## src/rtl/rbb3_pkg.sv

```systemverilog
// Shared constants, register indexes and pipeline types of the 3x3 RGB box blur.
package rbb3_pkg;

  localparam int MAX_WIDTH  = 1024;
  localparam int MAX_HEIGHT = 4096;

  localparam int CH_W   = 8;
  localparam int PIX_W  = 3 * CH_W;
  localparam int COL_W  = $clog2(MAX_WIDTH);
  localparam int WID_W  = COL_W + 1;
  localparam int ROW_W  = $clog2(MAX_HEIGHT) + 1;
  localparam int FW_W   = 11;
  localparam int FH_W   = 13;
  localparam int LINE_W = 2 * PIX_W;

  localparam int CFG_IDX_W  = 8;
  localparam int CFG_DATA_W = 16;

  localparam logic [CFG_IDX_W-1:0] REG_FRAME_WIDTH  = CFG_IDX_W'(0);
  localparam logic [CFG_IDX_W-1:0] REG_FRAME_HEIGHT = CFG_IDX_W'(1);

  localparam logic [FW_W-1:0] FRAME_WIDTH_RST  = FW_W'(640);
  localparam logic [FH_W-1:0] FRAME_HEIGHT_RST = FH_W'(480);

  localparam logic KIND_PIXEL = 1'b0;
  localparam logic KIND_DRAIN = 1'b1;

  // Nine 8-bit values sum to at most 2295.
  localparam int SUM_W = 12;

  // x / 9 == (x * 3641) >> 15 for every x up to 2295.
  localparam int RECIP_W  = 12;
  localparam int RECIP_SH = 15;
  localparam logic [RECIP_W-1:0] RECIP_NINE = RECIP_W'(3641);
  localparam int PROD_W = SUM_W + RECIP_W;

  // Item held between the accept register and the window.
  typedef struct packed {
    logic             due;
    logic             interior;
    logic             fend;
    logic             byp;
    logic [COL_W-1:0] col;
    logic [PIX_W-1:0] pix;
  } rbb3_item_t;

  // Item held between the window sums and the divide stage.
  typedef struct packed {
    logic [SUM_W-1:0] acc_red;
    logic [SUM_W-1:0] acc_green;
    logic [SUM_W-1:0] acc_blue;
    logic [PIX_W-1:0] centre;
    logic             interior;
    logic             fend;
  } rbb3_sum_t;

endpackage

```

## src/rtl/rbb3_window.sv

```systemverilog
// 3x3 window of cells, line store write-back and per-channel neighbourhood sums.
module rbb3_window (
  input  logic                        clk,
  input  logic                        rst_n,
  input  logic                        adv,
  input  logic                        s0_valid,
  input  rbb3_pkg::rbb3_item_t        s0,
  input  logic [rbb3_pkg::LINE_W-1:0] rd_data,
  output logic                        wr_en,
  output logic [rbb3_pkg::COL_W-1:0]  wr_addr,
  output logic [rbb3_pkg::LINE_W-1:0] wr_data,
  output logic                        s2_valid_r,
  output rbb3_pkg::rbb3_sum_t         s2_r
);

  logic [rbb3_pkg::PIX_W-1:0]  win_r [3][3];
  logic [rbb3_pkg::LINE_W-1:0] byp_r;
  logic [rbb3_pkg::LINE_W-1:0] line_rd;
  logic [rbb3_pkg::PIX_W-1:0]  upper, middle;
  logic                        shift_en;
  logic                        s1_valid_r, s1_interior_r, s1_fend_r;
  logic [rbb3_pkg::SUM_W-1:0]  acc_red, acc_green, acc_blue;

  assign line_rd  = s0.byp ? byp_r : rd_data;
  assign upper    = line_rd[rbb3_pkg::LINE_W-1:rbb3_pkg::PIX_W];
  assign middle   = line_rd[rbb3_pkg::PIX_W-1:0];
  assign shift_en = adv && s0_valid;

  // Middle line moves up, the new pixel becomes the middle line.
  assign wr_en   = shift_en;
  assign wr_addr = s0.col;
  assign wr_data = {middle, s0.pix};

  always_ff @(posedge clk) begin
    if (shift_en) begin
      byp_r <= wr_data;
    end
  end

  always_ff @(posedge clk) begin
    if (!rst_n) begin
      for (int r = 0; r < 3; r++) begin
        for (int c = 0; c < 3; c++) begin
          win_r[r][c] <= '0;
        end
      end
    end else if (shift_en) begin
      for (int r = 0; r < 3; r++) begin
        win_r[r][0] <= win_r[r][1];
        win_r[r][1] <= win_r[r][2];
      end
      win_r[0][2] <= upper;
      win_r[1][2] <= middle;
      win_r[2][2] <= s0.pix;
    end
  end

  always_ff @(posedge clk) begin
    if (!rst_n) begin
      s1_valid_r <= 1'b0;
      s2_valid_r <= 1'b0;
    end else if (adv) begin
      s1_valid_r <= s0_valid && s0.due;
      s2_valid_r <= s1_valid_r;
    end
  end

  always_ff @(posedge clk) begin
    if (shift_en) begin
      s1_interior_r <= s0.interior;
      s1_fend_r     <= s0.fend;
    end
  end

  always_comb begin
    acc_red   = '0;
    acc_green = '0;
    acc_blue  = '0;
    for (int r = 0; r < 3; r++) begin
      for (int c = 0; c < 3; c++) begin
        acc_red   = acc_red   + rbb3_pkg::SUM_W'(win_r[r][c][23:16]);
        acc_green = acc_green + rbb3_pkg::SUM_W'(win_r[r][c][15:8]);
        acc_blue  = acc_blue  + rbb3_pkg::SUM_W'(win_r[r][c][7:0]);
      end
    end
  end

  always_ff @(posedge clk) begin
    if (adv) begin
      s2_r.acc_red   <= acc_red;
      s2_r.acc_green <= acc_green;
      s2_r.acc_blue  <= acc_blue;
      s2_r.centre    <= win_r[1][1];
      s2_r.interior  <= s1_interior_r;
      s2_r.fend      <= s1_fend_r;
    end
  end

endmodule

```

## config.mk

```make
export PLATFORM = sky130hd
export DESIGN_NAME = rbb3_window
export DESIGN_NICKNAME = d
export VERILOG_FILES = /design/src/rtl/rbb3_pkg.sv /design/src/rtl/rbb3_window.sv
export SDC_FILE = /design/constraint.sdc
export NUM_CORES = 1
export LEC_CHECK = 0
export BUFFER_PORTS_ARGS = -buffer_cell sky130_fd_sc_hd__buf_2
export CORE_ASPECT_RATIO = 0.9
export CORE_MARGIN = 10
export CORE_UTILIZATION = 25
export CTS_CLUSTER_SIZE = 16
export DETAILED_ROUTE_END_ITERATION = 8
export GPL_TIMING_DRIVEN = 0
export SYNTH_ARGS = -nofsm -noshare
export SYNTH_HDL_FRONTEND = slang
export SYNTH_SLANG_ARGS = --single-unit
```

## constraint.sdc

```tcl
create_clock -name clk -period 9 [get_ports clk]
set_input_delay 0.45 -clock clk [delete_from_list [all_inputs] [get_ports clk]]
set_output_delay 0.45 -clock clk [all_outputs]
set_load 0.005 [all_outputs]
```

---- Yosys cells after proc, flatten, opt, wreduce, memory -nomap -nowiden ----
Memory sizes are Yosys's and may differ from the RTL's.
Cells that the tools add are included.
word-level totals
  input port bits ......................... 90
  output and inout port bits .............. 122
  logic and storage cells ................. 61
  bits in registers ....................... 114
  bits in writable memories ............... 216
  memories kept ........................... 1
operators by class
  bitwise operators ....................... 9
  $add $sub $neg .......................... 24
  mux-type cells .......................... 14
  reductions and logical operators ........ 2
memory list
  memory  depth  bits a word  read ports  clocked after Yosys merged registers in  write ports  line               text
  win_r   3      72           3           0                                        3            rbb3_window.sv:16  logic [rbb3_pkg::PIX_W-1:0] win_r [3][3];
operators by type and width
  kind                 count
  $mux W24             9
  $add A12 B8 Y12      12
  $mux W48             1
  $add A11 B8 Y12      3
  $add A10 B8 Y11      3
  $add A9 B8 Y10       3
  $add A8 B8 Y9        3
  $or A1 B1 Y1         9
  $mux W1              4
  $logic_and A1 B1 Y1  2

---- Depth between registers and ports, before layout ----
Gate-level depths: netlist (run 1).
An unclocked memory read counts as a cell.
  depth after elaboration ................. 9
  mapped depth ............................ 16
  gate-level depth less buffers ........... 16

---- Worst setup path before layout (run 1) ----
OpenSTA, ideal clock, no wires.
  path type ............................... input to register
  start ................................... in adv
  end ..................................... mem win_r[0][0] (netlist name) (enable)
  stages .................................. 2
  setup slack ............................. 1.374 ns
  library setup time ...................... 0.614 ns
  required time ........................... 8.386 ns
  data arrival time ....................... 7.013 ns
  buffers on the path ..................... 0
  cells stage by stage .................... and2_1 -> nand2b_1
RTL lines
  what             line               text
  start, declared  rbb3_window.sv:5   input logic adv,
  end, declared    rbb3_window.sv:16

==> reports/metrics.csv, run 1 <==
stage,metric,value,unit
run_status,status,completed,
synth,Synth Instances,1233,
timing,post-route minimum period,4396,ps
global_route,pin count of the biggest net entering global routing,72,
synth,number of synthesized flops with an enable pin,328,
drt,drt via density,3.911,
power_and_ir_drop,Psw,1937,uW
synth,"Cell Area, Synth",0.01745,sq mm
synth,Mapped Avg Cell Area,14.15,sq um
critical_path,WP data required,9280,ps
drt,drt pass-1 iters,5,
drt,1st-iter DRT viols,532,
power_and_ir_drop,pwr/cell area,281.5,mW/mm^2
placed_design,Cells after DPL,2368,
synth,top cell type's share of synthesized area,56.45,%
drt,number of nets with antenna violations after routing,0,
clock_tree,CTS sink count,330,
drt,wire per inst,17.18,um
synth,Yosys cell types,37,
critical_path,crit-path max cell delay,600,ps
clock_tree,CTS tree,yes,
power_and_ir_drop,clock power share,29.0,%
synth,"Primary FF master, synth",edfxtp_1,
timing,Slew Limit Fails,0,
floorplan,initial core utilization,25.33,%
cells_and_area,final core utilization,30.70,%
synth,Ys Warns,0,
cells_and_area,area grow syn2layout,21.20,%
timing,Layout Skew,10.16,ps
placed_design,PortBufs,200,
critical_path,Worst EP arrival,4680,ps
timing,Max-slew headroom,29.76,%
placed_design,Final Wtd Congestion,0.7714,
clock_tree,clock latency on the worst-skew pair,540,ps
synth,"FF+latch count, synth",330,
synth,Synth area leaders,"edfxtp_1 (56%), fa_1 (19%), inv_1 (5.2%)",
timing,endpoints failing hold,0,
global_route,GRT Util Overall,10.42,%
clock_tree,Post-CTS Hold Buffers,0,
floorplan,total core area,0.06888,sq mm
synth,syn nets,1524,
hold_path,Worst Hold Class,in -> reg,
power_and_ir_drop,Sw Ratio,32.55,%
clock_tree,Max clock buf depth,3,
cells_and_area,Non-Filler Instances,2445,
timing,Max Clock Freq,227.5,MHz
global_route,initial antenna violation count,5,
timing,Setup-failing EPs final,0,
critical_path,"Critical Path, Cell by Cell","fa_1, fa_1, fa_1, inv_1, fa_1, inv_1, ha_1, fa_1, a21oi_1, o211ai_1, o41ai_1, xnor2_1",
cells_and_area,share of cells above drive strength 1,23.98,%
floorplan,IO Pins,212,
global_route,GRT Residual Overflow,0,
timing,RSZ-0062 raised after global routing,false,
clock_tree,CTS Buf Count,41,
power_and_ir_drop,worst vdd ir,0.1431,mV
critical_path,Crit path top cell by count,fa_1,
floorplan,full die area,0.08077,sq mm
clock_tree,"Setup Fix Bufs, Post-CTS",0,
synth,post-synthesis async set-or-reset flop share,0,%
clock_tree,H-tree depth,2,
floorplan,die extent in y,270.6,um
global_route,first-pass GRT wire length,64390,um
timing,Slew @ Worst Pin,1054,ps
job,max-cap violations,0,
cells_and_area,NumNets Final,1772,
drt,DRC,0,
power_and_ir_drop,leakage power,0.009009,uW
critical_path,Worst Path Max Fanout,3,
timing,final worst path period share,48.85,%
critical_path,Setup crit start kind,flop,
placed_design,DP Wirelength,31510,um
power_and_ir_drop,Comb pwr share,36.4,%
synth,sequential area share after synthesis,56.68,%
drt,DR vias,9563,
drt,Routed WL,42020,um
synth,top cell type by total area after synthesis,edfxtp_1,
critical_path,Crit. End Element,flop,
clock_tree,clock-pin transition on the worst setup and hold timing paths,60,ps
power_and_ir_drop,Pint,4015,uW
power_and_ir_drop,register share of total power,34.7,%
floorplan,standard-cell rows,91,
global_route,vias in the first global route,10630,
clock_tree,root buf cell,clkbuf_16,
critical_path,Critical-path top delay cell,fa_1,
clock_tree,Resized cells post-CTS,0,
floorplan,DIE WIDTH,298.5,um
critical_path,WS Path Type,reg -> reg,
==> cells in the final DEF (no fill, tap or decap), types with 4 or more instances in the layout <==
cell type / netlist / layout
nand2_1: 11 / 11
fa_1: 162 / 162
buf_2: 8 / 207
a21oi_1: 11 / 11
inv_1: 244 / 244
mux2i_1: 25 / 25
buf_4: 58 / 59
bufinv_16: 0 / 6
and2_1: 143 / 142
o21bai_1: 4 / 4
clkinv_1: 0 / 7
xnor2_1: 18 / 18
nor2b_1: 5 / 5
clkbuf_16: 0 / 43
mux2_2: 24 / 24
clkbuf_1: 15 / 21
ha_1: 39 / 39
clkinv_2: 0 / 7
nor2_1: 85 / 85
buf_1: 6 / 6
edfxtp_1: 328 / 328
o21ai_0: 7 / 7
nand3_1: 4 / 4
==> path summary, 6_finish.rpt <==
path	start	end	slack (ps)	depth (start not counted)
min reg2reg	s1_interior_r	s2_r[1]	420	0
max	win_r[0][146]	s2_r[36]	4600	12
min	s0[35]	s1_fend_r	80	1
max reg2reg	win_r[0][146]	s2_r[36]	4600	12
==> area by class of cell <==
type	count	area, sq um
flip-flops and latches	330	9889
clock inverters	27	299.0
repair buffers	205	1126
inverters	244	915.9
plain buffers	87	554.3
multi-input cells	572	6098
diodes	1	2.502
fillers	6941	47740
clock buffers	49	1099
well taps	930	1164
==> power by group through the flow <==
stage,logic [uW],clock network (uW),registers [uW]
after global placement,2160,0,2120
after global routing,2510,1850,2080
after floorplan,1600,0,2100
after CTS,2220,1780,2070
final,2170,1720,2060
after detailed placement,2200,0,2100
==> synthesized netlist by cell type, types with 2 or more instances <==
cell,n
and3_1,2
ha_1,39
clkbuf_1,15
o41ai_1,2
a21o_1,3
xnor2_1,18
inv_1,244
mux2_2,24
o211ai_1,3
nor2b_1,5
nor3_1,2
a211oi_1,2
o21ai_0,7
nor2_1,85
and2_1,143
o21a_1,2
fa_1,162
a21oi_1,11
o21bai_1,4
nand3_1,4
edfxtp_1,328
nand2b_1,4
a31oi_1,3
mux2i_1,25
buf_2,8
xor2_1,3
buf_4,58
nand2_1,11
dfxtp_1,2
buf_1,6
o2111ai_1,2
==> critical path: cells and delay by family, from the launching register on <==
kind,cells,cell delay (ps)
buf+inv,2,90
compound gates,3,780
flops,1,410
fa+ha+maj,6,2760
xor+xnor,1,100
==> state kept, by name, indices dropped and copies added (netlist names) <==
name           cells
byp_r             48
win_r            216
s1_interior_r      1
s2_valid_r         1
s1_fend_r          1
s1_valid_r         1
s2_r              62
==> cells by family (layout without fill, tap and decap cells) <==
kind of cell / Yosys count / after routing / synth area share [%]
AND/OR/NAND/NOR: 258 / 258 / 7.831
adder cells (fa/ha/maj): 201 / 201 / 21.38
XOR/XNOR: 21 / 21 / 1.054
AO/OA/AOI/OAI: 43 / 43 / 1.642
flip-flops: 330 / 330 / 56.68
multiplexers: 49 / 49 / 2.983
other: 0 / 1 / 0
buffers and inverters: 331 / 612 / 8.426
==> metal layers <==
| layer | part of all wire (%) | track usage [%] |
|---|---|---|
| met1 | 46 | 13.97 |
| met2 | 46 | 16.74 |
| met3 | 6.0 | 2.587 |
| met4 | 1.6 | 2.380 |
| met5 | 0 | 0 |
==> through the flow <==
| stage | hold WS (ps) | cell area [sq um] | setup TNS (ps) | total power, uW | setup slack, ps |
|---|---|---|---|---|---|
| after global placement | 400.0 | 19610 | -788630 | 4283 | -3679 |
| after CTS | 29.81 | 21150 | 0 | 6070 | 4579 |
| after detailed placement | 405.2 | 19750 | 0 | 4306 | 4593 |
| after global routing | 48.13 | 21150 | 0 | 6441 | 4393 |
| after floorplan | 400.3 | 17450 | 0 | 3708 | 1374 |
| final | 79.94 | 21150 | 0 | 5952 | 4604 |
(Power assumes the default switching activity.)
==> run 2: changes to the inputs <==
==> constraint.sdc (replaced) <==
create_clock -name clk -period 4.1 [get_ports clk]
set_input_delay 0.205 -clock clk [delete_from_list [all_inputs] [get_ports clk]]
set_output_delay 0.205 -clock clk [all_outputs]
set_load 0.005 [all_outputs]
==> run 2 against run 1 <==
Net effect:
- the run now ends with setup timing left
- critical endpoint is now s2_r[48]
- cell count increased by 2.2%
- core utilization increased by 0.83 points
- global-route usage increased by 0.15 points
- register-to-register slack got worse by 4600 ps
- critical path type unchanged
- worst hold slack got worse by 61 ps
- highest routed layer unchanged
- clock skew increased by 3.9 ps
- critical path depth increased by 2
- power increased by 120%
- largest cell class unchanged
- combinational power increased by 140%
- routed wire length increased by 1.7%
- clock-buffer cell count decreased by 2
==> reports/metrics.csv, run 2 (synthesized netlist as in run 1, its figures left out) <==
stage,metric,value,unit,change
run_status,status,"finished, violations left",,
run_status,failing checks,setup timing,,
clock_tree,CTS sink count,330,,unchanged
timing,Layout Skew,14.07,ps,+3.908 ps
placed_design,Cells after DPL,2368,,unchanged
cells_and_area,most frequent cells in the layout,"edfxtp_1 (328), inv_1 (239), buf_2 (207)",,
timing,final worst path period share,100.3,%,+51 points
clock_tree,clock-pin transition on the worst setup and hold timing paths,60,ps,about the same
timing,Slew Limit Fails,0,,unchanged
critical_path,Worst Path Max Fanout,3,,unchanged
timing,Slew @ Worst Pin,1033,ps,-20.36 ps
cells_and_area,"most common cell after layout, fill and taps aside",edfxtp_1,,
critical_path,WS Path Type,reg -> reg,,
critical_path,Critical-path top delay cell,fa_1,,
global_route,GRT Residual Overflow,0,,unchanged
placed_design,DP Worst Slack,-306.8,ps,-4900 ps
drt,number of nets with antenna violations after routing,0,,unchanged
cells_and_area,Non-Filler Instances,2500,,+2.2%
critical_path,crit-path max cell delay,540,ps,-60 ps
clock_tree,clock latency on the worst-skew pair,550,ps,about the same
power_and_ir_drop,pwr/cell area,606.5,mW/mm^2,+120%
drt,wire per inst,17.10,um,-0.51%
timing,Max-slew headroom,31.12,%,+1.4 points
timing,Max Clock Freq,243.1,MHz,+6.9%
timing,post-route minimum period,4113,ps,-283.4 ps
clock_tree,CTS Buf Count,40,,-2.4%
cells_and_area,final core utilization,31.53,%,+0.83 points
drt,Routed WL,42740,um,+1.7%
timing,worst setup margin,-12.91,ps,-4617 ps
critical_path,Worst EP arrival,4410,ps,-270 ps
floorplan,standard-cell rows,91,,unchanged
cells_and_area,share of cells above drive strength 1,24.68,%,+0.70 points
placed_design,PortBufs,200,,unchanged
job,max-cap violations,0,,unchanged
critical_path,Crit. End Element,flop,,
power_and_ir_drop,leakage power,0.009210,uW,+2.2%
floorplan,DIE WIDTH,298.5,um,unchanged
clock_tree,CTS tree,yes,,
floorplan,initial core utilization,25.33,%,unchanged
drt,drt via density,3.891,,-0.51%
drt,drt pass-1 iters,5,,unchanged
critical_path,"Critical Path, Cell by Cell","fa_1, fa_1, fa_1, inv_2, fa_1, inv_2, ha_4, inv_2, fa_2, nor2b_2, o2111ai_2, nand3_2, o41ai_4, xnor2_1",,
global_route,pin count of the biggest net entering global routing,72,,unchanged
placed_design,DP Wirelength,31270,um,-0.78%
drt,DRC,0,,unchanged
timing,Setup-failing EPs final,1,,+1
critical_path,Crit path top cell by count,fa_1,,
global_route,vias in the first global route,10820,,+1.7%
floorplan,die extent in y,270.6,um,unchanged
cells_and_area,NumNets Final,1835,,+3.6%
critical_path,Setup crit start kind,flop,,
global_route,initial antenna violation count,3,,-2
cells_and_area,FF/Latch Area,0.009889,sq mm,unchanged
floorplan,IO Pins,212,,unchanged
hold_path,Worst Hold Class,in -> reg,,
cells_and_area,Largest regs,"win_r: 216 flops, s2_r: 62 flops, byp_r: 48 flops",,
timing,RSZ-0062 raised after global routing,true,,
clock_tree,H-tree depth,2,,unchanged
clock_tree,Max clock buf depth,3,,unchanged
power_and_ir_drop,worst vdd ir,0.3407,mV,+140%
global_route,first-pass GRT wire length,65560,um,+1.8%
cells_and_area,filler cell count,6885,,-0.81%
cells_and_area,"Most flops, register",win_r,,
critical_path,R2R setup slack,-10,ps,-4620 ps
cells_and_area,Multi-input gate area,0.006254,sq mm,+2.5%
timing,endpoints failing hold,0,,unchanged
cells_and_area,max FFs per register,216,,unchanged
drt,DR vias,9728,,+1.7%
placed_design,Final Wtd Congestion,0.7744,,+0.39%
global_route,GRT Util Overall,10.57,%,+0.15 points
floorplan,total core area,0.06888,sq mm,unchanged
critical_path,WP data required,4390,ps,-4890 ps
drt,1st-iter DRT viols,501,,-5.8%
cells_and_area,area grow syn2layout,24.50,%,
floorplan,full die area,0.08077,sq mm,unchanged
clock_tree,root buf cell,clkbuf_16,,
## run 2: cell count changes in the layout (fill, tap and decap cells not counted), sizes merged
cell / delta
diode: +1
clkinvlp: -1
buf: +7
clkbuf: -2
bufinv: -4
inv: -3
dlygate4sd3: +57
## run 2: path summary, 6_finish.rpt
kind	to	start	cells after the start
hold / removal	win_r[0][0]	rd_data[24]	3
hold reg to reg	s2_r[1]	s1_interior_r	0
setup reg to reg	s2_r[48]	win_r[0][154]	14
setup / recovery	s2_r[48]	win_r[0][154]	14
## run 2: per-layer routing
metal  vias to the layer above  track usage (%)  part of all wire, %
met1                      4898            14.21                   46
met2                       242            17.09                   47
met3                        56            2.227                  5.3
li1                       4532                -                    -
met5                         -                0                    0
met4                         0            2.750                  2.1
## run 2: cell type report
class                      instances  share of cell area [%]
inverter                         244                   4.216
sequential                       330                   45.53
timing repair buffer             269                   8.053
buffer                            87                   2.552
antenna                            2                 0.02304
clock buffer                      47                   4.827
tap                              930                   5.357
multi-input combinational        572                   28.79
clock inverter                    19                  0.6566
## run 2: critical path: cells and delay by family, from the launching register on
family | cells | cell delay, ps
DFF | 1 | 410
xor gates and xnor gates | 1 | 110
adders and majority gates | 6 | 2500
AOI/OAI and AO/OA | 2 | 520
buffers and inverters | 3 | 140
and+or+nand+nor | 2 | 180
## run 2: repair_timing
action	CTS	global route
endpoints found under the hold margin	74	0
buffers inserted	3	4
resized for setup	14	19
hold buffers	57	0
setup endpoints to repair	8	11
pin swaps	18	19
## run 2: stage by stage
stage	TNS (ps)	hold slack (ps)	instance area (sq um)	total power (uW)
3_3_place_gp	-461350	383.8	19620	9371
4_1_cts	-49.71	0.1961	21590	13080
3_5_place_dp	-973.6	383.4	19750	9453
2_1_floorplan	0	303.9	17460	8117
5_1_grt	-568.2	10.94	21720	14250
6_report	-12.91	19.00	21720	13170
## run 2: report_power, final
part | internal [uW] | switching, uW
Clock | 1940 | 1410
Combinational | 2450 | 2850
Sequential | 4380 | 145
