<file path="src/rtl/rbb3_pkg.sv">
// Shared constants, register indexes and pipeline types of the 3x3 RGB box blur.
package rbb3_pkg;

  localparam int MAX_WIDTH  = 1024;
  localparam int MAX_HEIGHT = 4096;

  localparam int CH_W   = 8;
  localparam int PIX_W  = 3 * CH_W;
  localparam int COL_W  = $clog2(MAX_WIDTH);
  localparam int WID_W  = COL_W + 1;
  localparam int ROW_W  = $clog2(MAX_HEIGHT) + 1;
  localparam int FW_W   = 11;
  localparam int FH_W   = 13;
  localparam int LINE_W = 2 * PIX_W;

  localparam int CFG_IDX_W  = 8;
  localparam int CFG_DATA_W = 16;

  localparam logic [CFG_IDX_W-1:0] REG_FRAME_WIDTH  = CFG_IDX_W'(0);
  localparam logic [CFG_IDX_W-1:0] REG_FRAME_HEIGHT = CFG_IDX_W'(1);

  localparam logic [FW_W-1:0] FRAME_WIDTH_RST  = FW_W'(640);
  localparam logic [FH_W-1:0] FRAME_HEIGHT_RST = FH_W'(480);

  localparam logic KIND_PIXEL = 1'b0;
  localparam logic KIND_DRAIN = 1'b1;

  // Nine 8-bit values sum to at most 2295.
  localparam int SUM_W = 12;

  // x / 9 == (x * 3641) >> 15 for every x up to 2295.
  localparam int RECIP_W  = 12;
  localparam int RECIP_SH = 15;
  localparam logic [RECIP_W-1:0] RECIP_NINE = RECIP_W'(3641);
  localparam int PROD_W = SUM_W + RECIP_W;

  // Item held between the accept register and the window.
  typedef struct packed {
    logic             due;
    logic             interior;
    logic             fend;
    logic             byp;
    logic [COL_W-1:0] col;
    logic [PIX_W-1:0] pix;
  } rbb3_item_t;

  // Item held between the window sums and the divide stage.
  typedef struct packed {
    logic [SUM_W-1:0] acc_red;
    logic [SUM_W-1:0] acc_green;
    logic [SUM_W-1:0] acc_blue;
    logic [PIX_W-1:0] centre;
    logic             interior;
    logic             fend;
  } rbb3_sum_t;

endpackage

</file>
<file path="src/rtl/rbb3_if.sv">
// Handshake channels of the box blur: pixel input, result output and register writes.
interface rbb3_in_if;
  logic                  valid;
  logic                  ready;
  logic                  kind;
  logic [rbb3_pkg::CH_W-1:0] red;
  logic [rbb3_pkg::CH_W-1:0] green;
  logic [rbb3_pkg::CH_W-1:0] blue;

  modport source (output valid, kind, red, green, blue, input ready);
  modport sink   (input valid, kind, red, green, blue, output ready);
endinterface


interface rbb3_cfg_if;
  logic                            valid;
  logic                            ready;
  logic [rbb3_pkg::CFG_IDX_W-1:0]  index;
  logic [rbb3_pkg::CFG_DATA_W-1:0] data;

  modport source (output valid, index, data, input ready);
  modport sink   (input valid, index, data, output ready);
endinterface

</file>
<file path="src/rtl/rbb3_ctrl.sv">
// Register file, frame position counters and the accept register of the box blur.
module rbb3_ctrl (
  input  logic                      clk,
  input  logic                      rst_n,
  rbb3_in_if.sink                   in_pix,
  rbb3_cfg_if.sink                  cfg_wr,
  input  logic                      adv,
  output logic                      rd_en,
  output logic [rbb3_pkg::COL_W-1:0] rd_addr,
  output logic                      s0_valid_r,
  output rbb3_pkg::rbb3_item_t      s0_r
);

  logic [rbb3_pkg::FW_W-1:0]  fw_r;
  logic [rbb3_pkg::FH_W-1:0]  fh_r;
  logic [rbb3_pkg::COL_W-1:0] in_col_r, in_col_nxt;
  logic [rbb3_pkg::ROW_W-1:0] in_row_r, in_row_nxt;
  logic [rbb3_pkg::COL_W-1:0] out_col_r, out_col_nxt;
  logic [rbb3_pkg::ROW_W-1:0] out_row_r, out_row_nxt;

  logic [rbb3_pkg::WID_W-1:0] w_eff;
  logic [rbb3_pkg::ROW_W-1:0] h_eff;
  logic cfg_acc, cfg_hit;
  logic live, take, due, interior, fend;
  logic in_col_last, out_col_last, out_row_last;
  logic [rbb3_pkg::WID_W-1:0] in_col_inc, out_col_inc;
  logic [rbb3_pkg::ROW_W-1:0] out_row_inc;
  logic [rbb3_pkg::PIX_W-1:0] pix;

  assign cfg_wr.ready = 1'b1;
  assign cfg_acc      = cfg_wr.valid;
  assign cfg_hit      = cfg_acc && (cfg_wr.index == rbb3_pkg::REG_FRAME_WIDTH ||
                                    cfg_wr.index == rbb3_pkg::REG_FRAME_HEIGHT);

  always_ff @(posedge clk) begin
    if (!rst_n) begin
      fw_r <= rbb3_pkg::FRAME_WIDTH_RST;
      fh_r <= rbb3_pkg::FRAME_HEIGHT_RST;
    end else if (cfg_acc) begin
      unique case (cfg_wr.index)
        rbb3_pkg::REG_FRAME_WIDTH:  fw_r <= cfg_wr.data[rbb3_pkg::FW_W-1:0];
        rbb3_pkg::REG_FRAME_HEIGHT: fh_r <= cfg_wr.data[rbb3_pkg::FH_W-1:0];
        default: ;
      endcase
    end
  end

  // Clamp zero to one and large values to the line and frame limits.
  always_comb begin
    if (fw_r == '0) begin
      w_eff = rbb3_pkg::WID_W'(1);
    end else if (fw_r > rbb3_pkg::FW_W'(rbb3_pkg::MAX_WIDTH)) begin
      w_eff = rbb3_pkg::WID_W'(rbb3_pkg::MAX_WIDTH);
    end else begin
      w_eff = rbb3_pkg::WID_W'(fw_r);
    end
    if (fh_r == '0) begin
      h_eff = rbb3_pkg::ROW_W'(1);
    end else if (fh_r > rbb3_pkg::FH_W'(rbb3_pkg::MAX_HEIGHT)) begin
      h_eff = rbb3_pkg::ROW_W'(rbb3_pkg::MAX_HEIGHT);
    end else begin
      h_eff = rbb3_pkg::ROW_W'(fh_r);
    end
  end

  assign in_pix.ready = adv;

  // Drop drain ticks while the frame still expects pixels.
  assign live = in_row_r < h_eff;
  assign take = in_pix.valid && adv && (!live || in_pix.kind == rbb3_pkg::KIND_PIXEL);
  assign pix  = live ? {in_pix.red, in_pix.green, in_pix.blue} : '0;

  assign in_col_inc   = rbb3_pkg::WID_W'(in_col_r) + rbb3_pkg::WID_W'(1);
  assign out_col_inc  = rbb3_pkg::WID_W'(out_col_r) + rbb3_pkg::WID_W'(1);
  assign out_row_inc  = out_row_r + rbb3_pkg::ROW_W'(1);
  assign in_col_last  = in_col_inc >= w_eff;
  assign out_col_last = out_col_inc >= w_eff;
  assign out_row_last = out_row_inc >= h_eff;

  assign due = (in_row_r >= rbb3_pkg::ROW_W'(2)) ||
               (in_row_r == rbb3_pkg::ROW_W'(1) && in_col_r != '0);
  assign interior = (w_eff >= rbb3_pkg::WID_W'(3)) && (h_eff >= rbb3_pkg::ROW_W'(3)) &&
                    (out_row_r != '0) && !out_row_last &&
                    (out_col_r != '0) && !out_col_last;
  assign fend = out_row_last && out_col_last;

  always_comb begin
    in_col_nxt  = in_col_r;
    in_row_nxt  = in_row_r;
    out_col_nxt = out_col_r;
    out_row_nxt = out_row_r;
    if (cfg_hit) begin
      in_col_nxt  = '0;
      in_row_nxt  = '0;
      out_col_nxt = '0;
      out_row_nxt = '0;
    end else if (take) begin
      if (in_col_last) begin
        in_col_nxt = '0;
        in_row_nxt = in_row_r + rbb3_pkg::ROW_W'(1);
      end else begin
        in_col_nxt = in_col_inc[rbb3_pkg::COL_W-1:0];
      end
      if (due) begin
        if (fend) begin
          in_col_nxt  = '0;
          in_row_nxt  = '0;
          out_col_nxt = '0;
          out_row_nxt = '0;
        end else if (out_col_last) begin
          out_col_nxt = '0;
          out_row_nxt = out_row_inc;
        end else begin
          out_col_nxt = out_col_inc[rbb3_pkg::COL_W-1:0];
        end
      end
    end
  end

  always_ff @(posedge clk) begin
    if (!rst_n) begin
      in_col_r   <= '0;
      in_row_r   <= '0;
      out_col_r  <= '0;
      out_row_r  <= '0;
      s0_valid_r <= 1'b0;
    end else begin
      in_col_r  <= in_col_nxt;
      in_row_r  <= in_row_nxt;
      out_col_r <= out_col_nxt;
      out_row_r <= out_row_nxt;
      if (adv) begin
        s0_valid_r <= take;
      end
    end
  end

  // The item leaving the accept register writes the column this one reads: flag it.
  always_ff @(posedge clk) begin
    if (take) begin
      s0_r.due      <= due;
      s0_r.interior <= interior;
      s0_r.fend     <= fend;
      s0_r.byp      <= s0_valid_r && (s0_r.col == in_col_r);
      s0_r.col      <= in_col_r;
      s0_r.pix      <= pix;
    end
  end

  assign rd_en   = take;
  assign rd_addr = in_col_r;

endmodule

</file>
<file path="src/flat_wrapper.sv">
// flat-port wrapper written by rule: the top's interface ports become plain ports
module rbb3_ctrl_flat 
  (clk, rst_n, adv, rd_en, rd_addr, s0_valid_r, s0_r, in_pix_valid, in_pix_kind, in_pix_red, in_pix_green, in_pix_blue, in_pix_ready, cfg_wr_valid, cfg_wr_index, cfg_wr_data, cfg_wr_ready);
  rbb3_in_if in_pix_i ();
  rbb3_cfg_if cfg_wr_i ();
  input  logic clk;
  input  logic rst_n;
  input  logic adv;
  output logic rd_en;
  output logic [rbb3_pkg::COL_W-1:0] rd_addr;
  output logic s0_valid_r;
  output rbb3_pkg::rbb3_item_t s0_r;
  input wire logic [$bits(in_pix_i.valid)-1:0] in_pix_valid;
  input wire logic [$bits(in_pix_i.kind)-1:0] in_pix_kind;
  input wire logic [$bits(in_pix_i.red)-1:0] in_pix_red;
  input wire logic [$bits(in_pix_i.green)-1:0] in_pix_green;
  input wire logic [$bits(in_pix_i.blue)-1:0] in_pix_blue;
  output wire logic [$bits(in_pix_i.ready)-1:0] in_pix_ready;
  input wire logic [$bits(cfg_wr_i.valid)-1:0] cfg_wr_valid;
  input wire logic [$bits(cfg_wr_i.index)-1:0] cfg_wr_index;
  input wire logic [$bits(cfg_wr_i.data)-1:0] cfg_wr_data;
  output wire logic [$bits(cfg_wr_i.ready)-1:0] cfg_wr_ready;
  assign in_pix_i.valid = in_pix_valid;
  assign in_pix_i.kind = in_pix_kind;
  assign in_pix_i.red = in_pix_red;
  assign in_pix_i.green = in_pix_green;
  assign in_pix_i.blue = in_pix_blue;
  assign in_pix_ready = in_pix_i.ready;
  assign cfg_wr_i.valid = cfg_wr_valid;
  assign cfg_wr_i.index = cfg_wr_index;
  assign cfg_wr_i.data = cfg_wr_data;
  assign cfg_wr_ready = cfg_wr_i.ready;
  rbb3_ctrl u_core (.clk(clk), .rst_n(rst_n), .in_pix(in_pix_i), .cfg_wr(cfg_wr_i), .adv(adv), .rd_en(rd_en), .rd_addr(rd_addr), .s0_valid_r(s0_valid_r), .s0_r(s0_r));
endmodule
</file>
<file path="config.mk">
export PLATFORM = sky130hd
export DESIGN_NAME = rbb3_ctrl_flat
export DESIGN_NICKNAME = d
export VERILOG_FILES = /design/src/rtl/rbb3_pkg.sv /design/src/rtl/rbb3_if.sv /design/src/rtl/rbb3_ctrl.sv /design/src/flat_wrapper.sv
export SDC_FILE = /design/constraint.sdc
export NUM_CORES = 1
export LEC_CHECK = 0
export ABC_AREA = 1
export ABC_CLOCK_PERIOD_IN_PS = 2680
export BUFFER_PORTS_ARGS = -buffer_cell sky130_fd_sc_hd__buf_2
export CAP_MARGIN = 20
export CORE_ASPECT_RATIO = 0.75
export CORE_MARGIN = 2
export CORE_UTILIZATION = 52
export CTS_CLUSTER_SIZE = 25
export DETAILED_ROUTE_END_ITERATION = 6
export PLACE_DENSITY = 0.74
export SETUP_SLACK_MARGIN = 0.15
export SYNTH_ARGS = -nofsm -noshare
export SYNTH_HDL_FRONTEND = slang
export SYNTH_SLANG_ARGS = --single-unit
</file>
<file path="constraint.sdc">
create_clock -name clk -period 2.68 [get_ports clk]
set_input_delay 0 -clock clk [delete_from_list [all_inputs] [get_ports clk]]
set_output_delay 0 -clock clk [all_outputs]
set_load 0.1 [all_outputs]
</file>
# Yosys cells after proc, flatten, opt, wreduce, memory -nomap -nowiden
# Index checks and enable logic that the tools add are counted.
totals:
  ff_bits: 109
  input_bits: 54
  out_inout_bits: 52
  wordCells: 74
classes:
  n_addsub: 4
  magnitude_cmp: 9
  n_eq_ne: 3
  mux: 14
  n_bitwise: 2
  reduce_logical: 29
ops:
  columns: ["operator", "n"]
  rows:
  - ["$mux W13", 7]
  - ["$mux W10", 5]
  - ["$add A13 B1 Y13 const B", 2]
  - ["$ge A13 B2 Y1 const B", 2]
  - ["$add A10 B1 Y11 const B", 2]
  - ["$ge A11 B11 Y1", 2]
  - ["$mux W11", 2]
  - ["$reduce_bool A10 Y1", 2]
  - ["$eq A13 B1 Y1 const B", 1]
  - ["$ge A13 B13 Y1", 1]
  - ["$gt A13 B13 Y1 const B", 1]
  - ["$logic_not A13 Y1", 1]
  - ["$lt A13 B13 Y1", 1]
  - ["$reduce_bool A13 Y1", 1]
  - ["$ge A11 B2 Y1 const B", 1]
  - ["$gt A11 B11 Y1 const B", 1]
  - ["$logic_and A1 B1 Y1", 11]
  - ["$logic_not A11 Y1", 1]
  - ["$eq A10 B10 Y1", 1]
  - ["$eq A8 B1 Y1 const B", 1]
  - ["$logic_not A8 Y1", 1]
  - ["$reduce_and A2 Y1", 3]
  - ["$logic_not A1 Y1", 3]
  - ["$logic_or A1 B1 Y1", 3]
  - ["other kinds (4)", 5]

# Logic depth before layout (Yosys ltp)
depth:
  ltp_word: 9
  mapped_depth: 20
  ltp_nobuf: 20

# Least setup slack after synthesis
# OpenSTA, ideal clock, no wires.
synth_path:
  kind: "register to register"
  startpoint: "register u_core.in_col_r (netlist bit u_core.rd_addr[0])"
  endpoint: "register u_core.in_col_r (netlist bit u_core.rd_addr[8])"
  setup_time_ns: 0.070
  arrival_time_ns: 3.597
  required_time_ns: 2.610
  path_slack_ns: -0.987
  path_stages_with_launch: 17
  n_path_buf: 1
  synth_period_minus_slack_ns: 3.667
  path_cell_list: "dfxtp_1 > ha_1 > nand3_1 > nor3_1 > nand3_1 > xor2_1 > inv_1 > ha_1 > a21oi_1 > o21ai_0 > a21oi_4 > nand3_4 > buf_6 > nor2_1 > o21a_1 > nand2_1 > a21oi_1"
synth_via:
  elab_chain_len: 5
  word_cells_on_any_way: 8
  classes_between: "add/sub: 1; order compare: 1; mux: 3; reduce/logical: 3"
synth_rtl:
  columns: ["element", "line_no", "source"]
  rows:
  - ["from (decl)", "rbb3_ctrl.sv:16", "logic [rbb3_pkg::COL_W-1:0] in_col_r, in_col_nxt;"]
  - ["from (signal assigned)", "rbb3_ctrl.sv:128", "in_col_r <= in_col_nxt;"]
  - ["$add A10 B1 Y11", "rbb3_ctrl.sv:73", "assign in_col_inc = rbb3_pkg::WID_W'(in_col_r) + rbb3_pkg::WID_W'(1);"]
  - ["$ge A11 B11 Y1", "rbb3_ctrl.sv:76", "assign in_col_last = in_col_inc >= w_eff;"]
  - ["$mux W10", "rbb3_ctrl.sv:98", "if (in_col_last) begin"]
  - ["$mux W10", "rbb3_ctrl.sv:105", "if (fend) begin"]
  - ["$mux W10 *", "rbb3_ctrl.sv:104", "if (due) begin"]
# Every way passes the cells marked *; elsewhere a longest branch is shown, timed or not.
# A chain may end at the register's enable or synchronous reset.

# Final worst setup path
layout_path:
  startpoint: "register u_core.out_col_r[1] in the netlist's numbering"
  endpoint: "register u_core.out_row_r[5] in the netlist's numbering"
layout_via:
  elab_chain_len: 5
  word_cells_on_any_way: 6
  classes_between: "add/sub: 1; order compare: 1; mux: 1; reduce/logical: 3"
layout_rtl:
  columns: ["element", "line_no", "source"]
  rows:
  - ["from (decl)", "rbb3_ctrl.sv:18", "logic [rbb3_pkg::COL_W-1:0] out_col_r, out_col_nxt;"]
  - ["from (signal assigned)", "rbb3_ctrl.sv:130", "out_col_r <= out_col_nxt;"]
  - ["$add A10 B1 Y11 *", "rbb3_ctrl.sv:74", "assign out_col_inc = rbb3_pkg::WID_W'(out_col_r) + rbb3_pkg::WID_W'(1);"]
  - ["$ge A11 B11 Y1 *", "rbb3_ctrl.sv:77", "assign out_col_last = out_col_inc >= w_eff;"]
  - ["$logic_and A1 B1 Y1", "rbb3_ctrl.sv:85", "assign fend = out_row_last && out_col_last;"]
  - ["$reduce_bool A2 Y1 (no line)", null, null]
  - ["$reduce_and A3 Y1 (no line)", null, null]
  - ["to (signal assigned)", "rbb3_ctrl.sv:131", "out_row_r <= out_row_nxt;"]
  - ["to (decl)", "rbb3_ctrl.sv:19", "logic [rbb3_pkg::ROW_W-1:0] out_row_r, out_row_nxt;"]
# Marked as above.

==> flow_metrics.tcl <==
set metrics [dict create \
    outcome "finished, violations left" \
    violations "setup timing" \
    fmax_mhz 343 \
    grtUsageMet3_pct 4.49 \
    cap_violations 0 \
    antenna_cells 0 \
    fin_worst_skew_ns 0.00862 \
    p_total_mw 3.49 \
    place_congestion 0.979 \
    vdd_drop_max_v 0.000311 \
    min_period_over_period_pct 109 \
    clockBufferDepth 2 \
    synth_top_area_share_pct 20.3 \
    syn_area_per_cell_sq_um 7.36 \
    async_reset_ff_share_pct 0 \
    synth_common_cells "nand2_1, inv_1, nor2_1" \
    worstMarginPinSlew_ns 0.795 \
    multi_input_area_sq_um 4530 \
    drt_iter0_markers 709 \
    r2r_start "u_core.out_col_r[1]" \
    use_met1_pct 39.6 \
    busiest_layer "met2" \
    final_layout_size_suffix_gt1_share_pct 34.2 \
    relSlewSlack_pct 47.0 \
    finalSetupViolCount 47 \
    grt_overflow 0 \
    reg2reg_slack_ns -0.23 \
    clkTransAtPathRegs_ns 0.08 \
    path_max_fanout 6 \
    fin_util_pct 79.2 \
    io_pins 106 \
    drt-total-wl_mm 22.4 \
    htree_levels 3 \
    grtUsageMet2_pct 48.9 \
    yosysWarnings 0 \
    drcViolationCount 0 \
    drtPass1Iterations 7 \
    rr_endpoint "u_core.out_row_r[5]" \
    n_fill_cell 823 \
    synthCells 953 \
    place_area_sq_um 8580 \
    hold_violations 0 \
    layout_min_cycle_time_ns 2.91 \
    wl_per_cell_microns 16.2 \
    regArea_sq_um 2620 \
    drv_slew 0 \
    via_count 7568 \
    power_density_nw_per_um2 337 \
    synth_edf_count 38 \
    worst_setup_path_end_kind "flip-flop" \
    synth_seq_cells 109 \
    die_w_microns 138 \
    ys_types 49 \
    fin_area_sq_um 10300 \
    p_leak_nw 4.91 \
    required_ns 2.98 \
    postRouteAntennaNets 0 \
    grt_use_total_pct 29.1 \
    start_util_pct 53.7 \
    cts_tree "done" \
    synth-seq-area-share_pct 36.5 \
    crit_start "u_core.out_col_r[1]" \
    cts.sinks 109 \
    port_buffers 101 \
    synthToLayoutAreaGrowth_pct 47.4 \
    rsz0062_at_grt "true" \
    grt_pass1_vias 7052 \
    cp.arrival_ns 3.21 \
    die_area_sq_um 14500 \
    syn_nets 1063 \
    dp.final_hpwl_mm 14.2 \
    num_rows 36 \
    core_sq_um 13100 \
    grt_max_degree 27 \
    setup-tns-final_ns -6.37 \
    crit_end "u_core.out_row_r[5]" \
    grt_pass1_wl_mm 34.7 \
    worst_slack_ns -0.234 \
    r2r_cells 19 \
    syn_area_sq_um 7020 \
    critPathKind "flip-flop to flip-flop" \
    die_height_microns 105 \
    critPathLaunchType "flip-flop" \
    antenna_found_initial 0 \
    viasPerCell 5.47 \
    numCtsBuffers 9 \
    insertion_delay_ns 0.36 \
    yosys.area.top_type "dfxtp_1" \
    hp-class "primary input to flip-flop" \
    synthTopCellsByArea "dfxtp_1, edfxtp_1, nand2_1" \
    ys.flop_type "dfxtp_1" \
    root_buffer "clkbuf_16" \
    holdWs_ns 0.0169 \
    fin_nets 1317 \
    yosysMostFrequentCell "nand2_1" \
]
## sequential cells by signal (all words and copies together) (netlist names)
name / count
u_core.s0_r: 38
u_core.fh_r: 13
u_core.in_row_r: 13
u_core.out_row_r: 13
u_core.fw_r: 11
u_core.out_col_r: 10
u_core.rd_addr: 10
u_core.s0_valid_r: 1
## layer usage
| layer | routed length [microns] | vias up |
|---|---|---|
| met5 | 0 | - |
| met4 | 391 | 0 |
| met3 | 1500 | 45 |
| met2 | 10600 | 339 |
| met1 | 9950 | 3519 |
| li1 | - | 3665 |
## logic make-up (layout without fill, tap and decap cells)
logic type / after synthesis / in the layout / share of synthesized area, %
adder cells (fa/ha/maj): 56 / 56 / 9.98
AND/OR/NAND/NOR: 467 / 468 / 29.8
AO/OA/AOI/OAI: 128 / 129 / 10.1
XOR/XNOR: 32 / 32 / 3.99
flip-flops: 109 / 109 / 36.5
buffers and inverters: 160 / 417 / 9.57
other: 1 / 1 / 0.0534
## cells in the final DEF (no fill, tap or decap), types with 11 or more instances in the layout
cell type and count:
a21oi_1 45, a21oi_2 19, buf_2 100, buf_4 102
buf_6 11, clkbuf_16 13, dfxtp_1 47, dfxtp_2 14
dlygate4sd3_1 39, edfxtp_1 38, ha_1 44, ha_4 12
inv_1 119, nand2_1 171, nand2_2 21, nand2_4 13
nand3_1 29, nand4_1 47, nor2_1 108, nor2_2 13
nor3_1 13, o21ai_0 26, o21ai_1 13, xor2_1 29
## power breakdown
part           internal [mW]  switching [mW]  total (mW)
clock network          0.667           0.705        1.37
registers               1.71         0.00831        1.72
logic                  0.137           0.255       0.393
## final cells by class
type,instances,area share (%)
Tap cell,171,2.07
Timing Repair Buffer,270,20.9
Sequential cell,109,25.3
Inverter,131,4.97
Clock inverter,7,0.738
Clock buffer,9,2.18
Multi-Input combinational cell,686,43.8
## worst max-delay path, stage by stage, from the launching register on
cell and delay, ns:
dfxtp_4 0.38, inv_4 0.05, nor4_4 0.32, nand3_2 0.13
nor2_2 0.12, xor2_1 0.22, inv_1 0.08, ha_1 0.28
nand2_1 0.08, nor2_2 0.13, nand2_1 0.07, and2_4 0.14
nand3_4 0.07, inv_4 0.04, nor2_4 0.09, nand3_4 0.16
clkbuf_16 0.25, nand2_2 0.05, nand2_1 0.06, nor2_1 0.13
## per-stage QoR
stage | setup WS [ns] | std cells
6_report | -0.234 | 1383
5_1_grt | -0.454 | 1383
4_1_cts | -0.118 | 1372
3_5_place_dp | -0.203 | 1286
3_3_place_gp | -0.0835 | 1286
2_1_floorplan | -0.161 | 953
## how the worst min path moves through the flow
stage / depth (start not counted) / slack (ns) / end / startpoint
CTS: 4 / 0.0009 / u_core.fw_r[7] / cfg_wr_index[0]
floorplan: 2 / 0.11 / u_core.fh_r[5] / cfg_wr_data[5]
global placement: 3 / 0.23 / u_core.fh_r[6] / cfg_wr_data[6]
global route: 2 / 0.05 / u_core.fw_r[9] / rst_n
finish: 4 / 0.02 / u_core.fw_r[7] / cfg_wr_index[0]
detailed placement: 3 / 0.24 / u_core.fh_r[7] / cfg_wr_data[7]
## repair_timing
action | 4_1_cts | 5_1_grt
pin swaps | 55 | 36
buffers inserted | 27 | 6
gates cloned | 4 | 5
hold buffers | 39 | 0
endpoints found under the setup margin | 80 | 112
endpoints found under the hold margin | 48 | 0
gates resized for setup | 82 | 78
No activity file was read; power rests on OpenSTA's default activity.
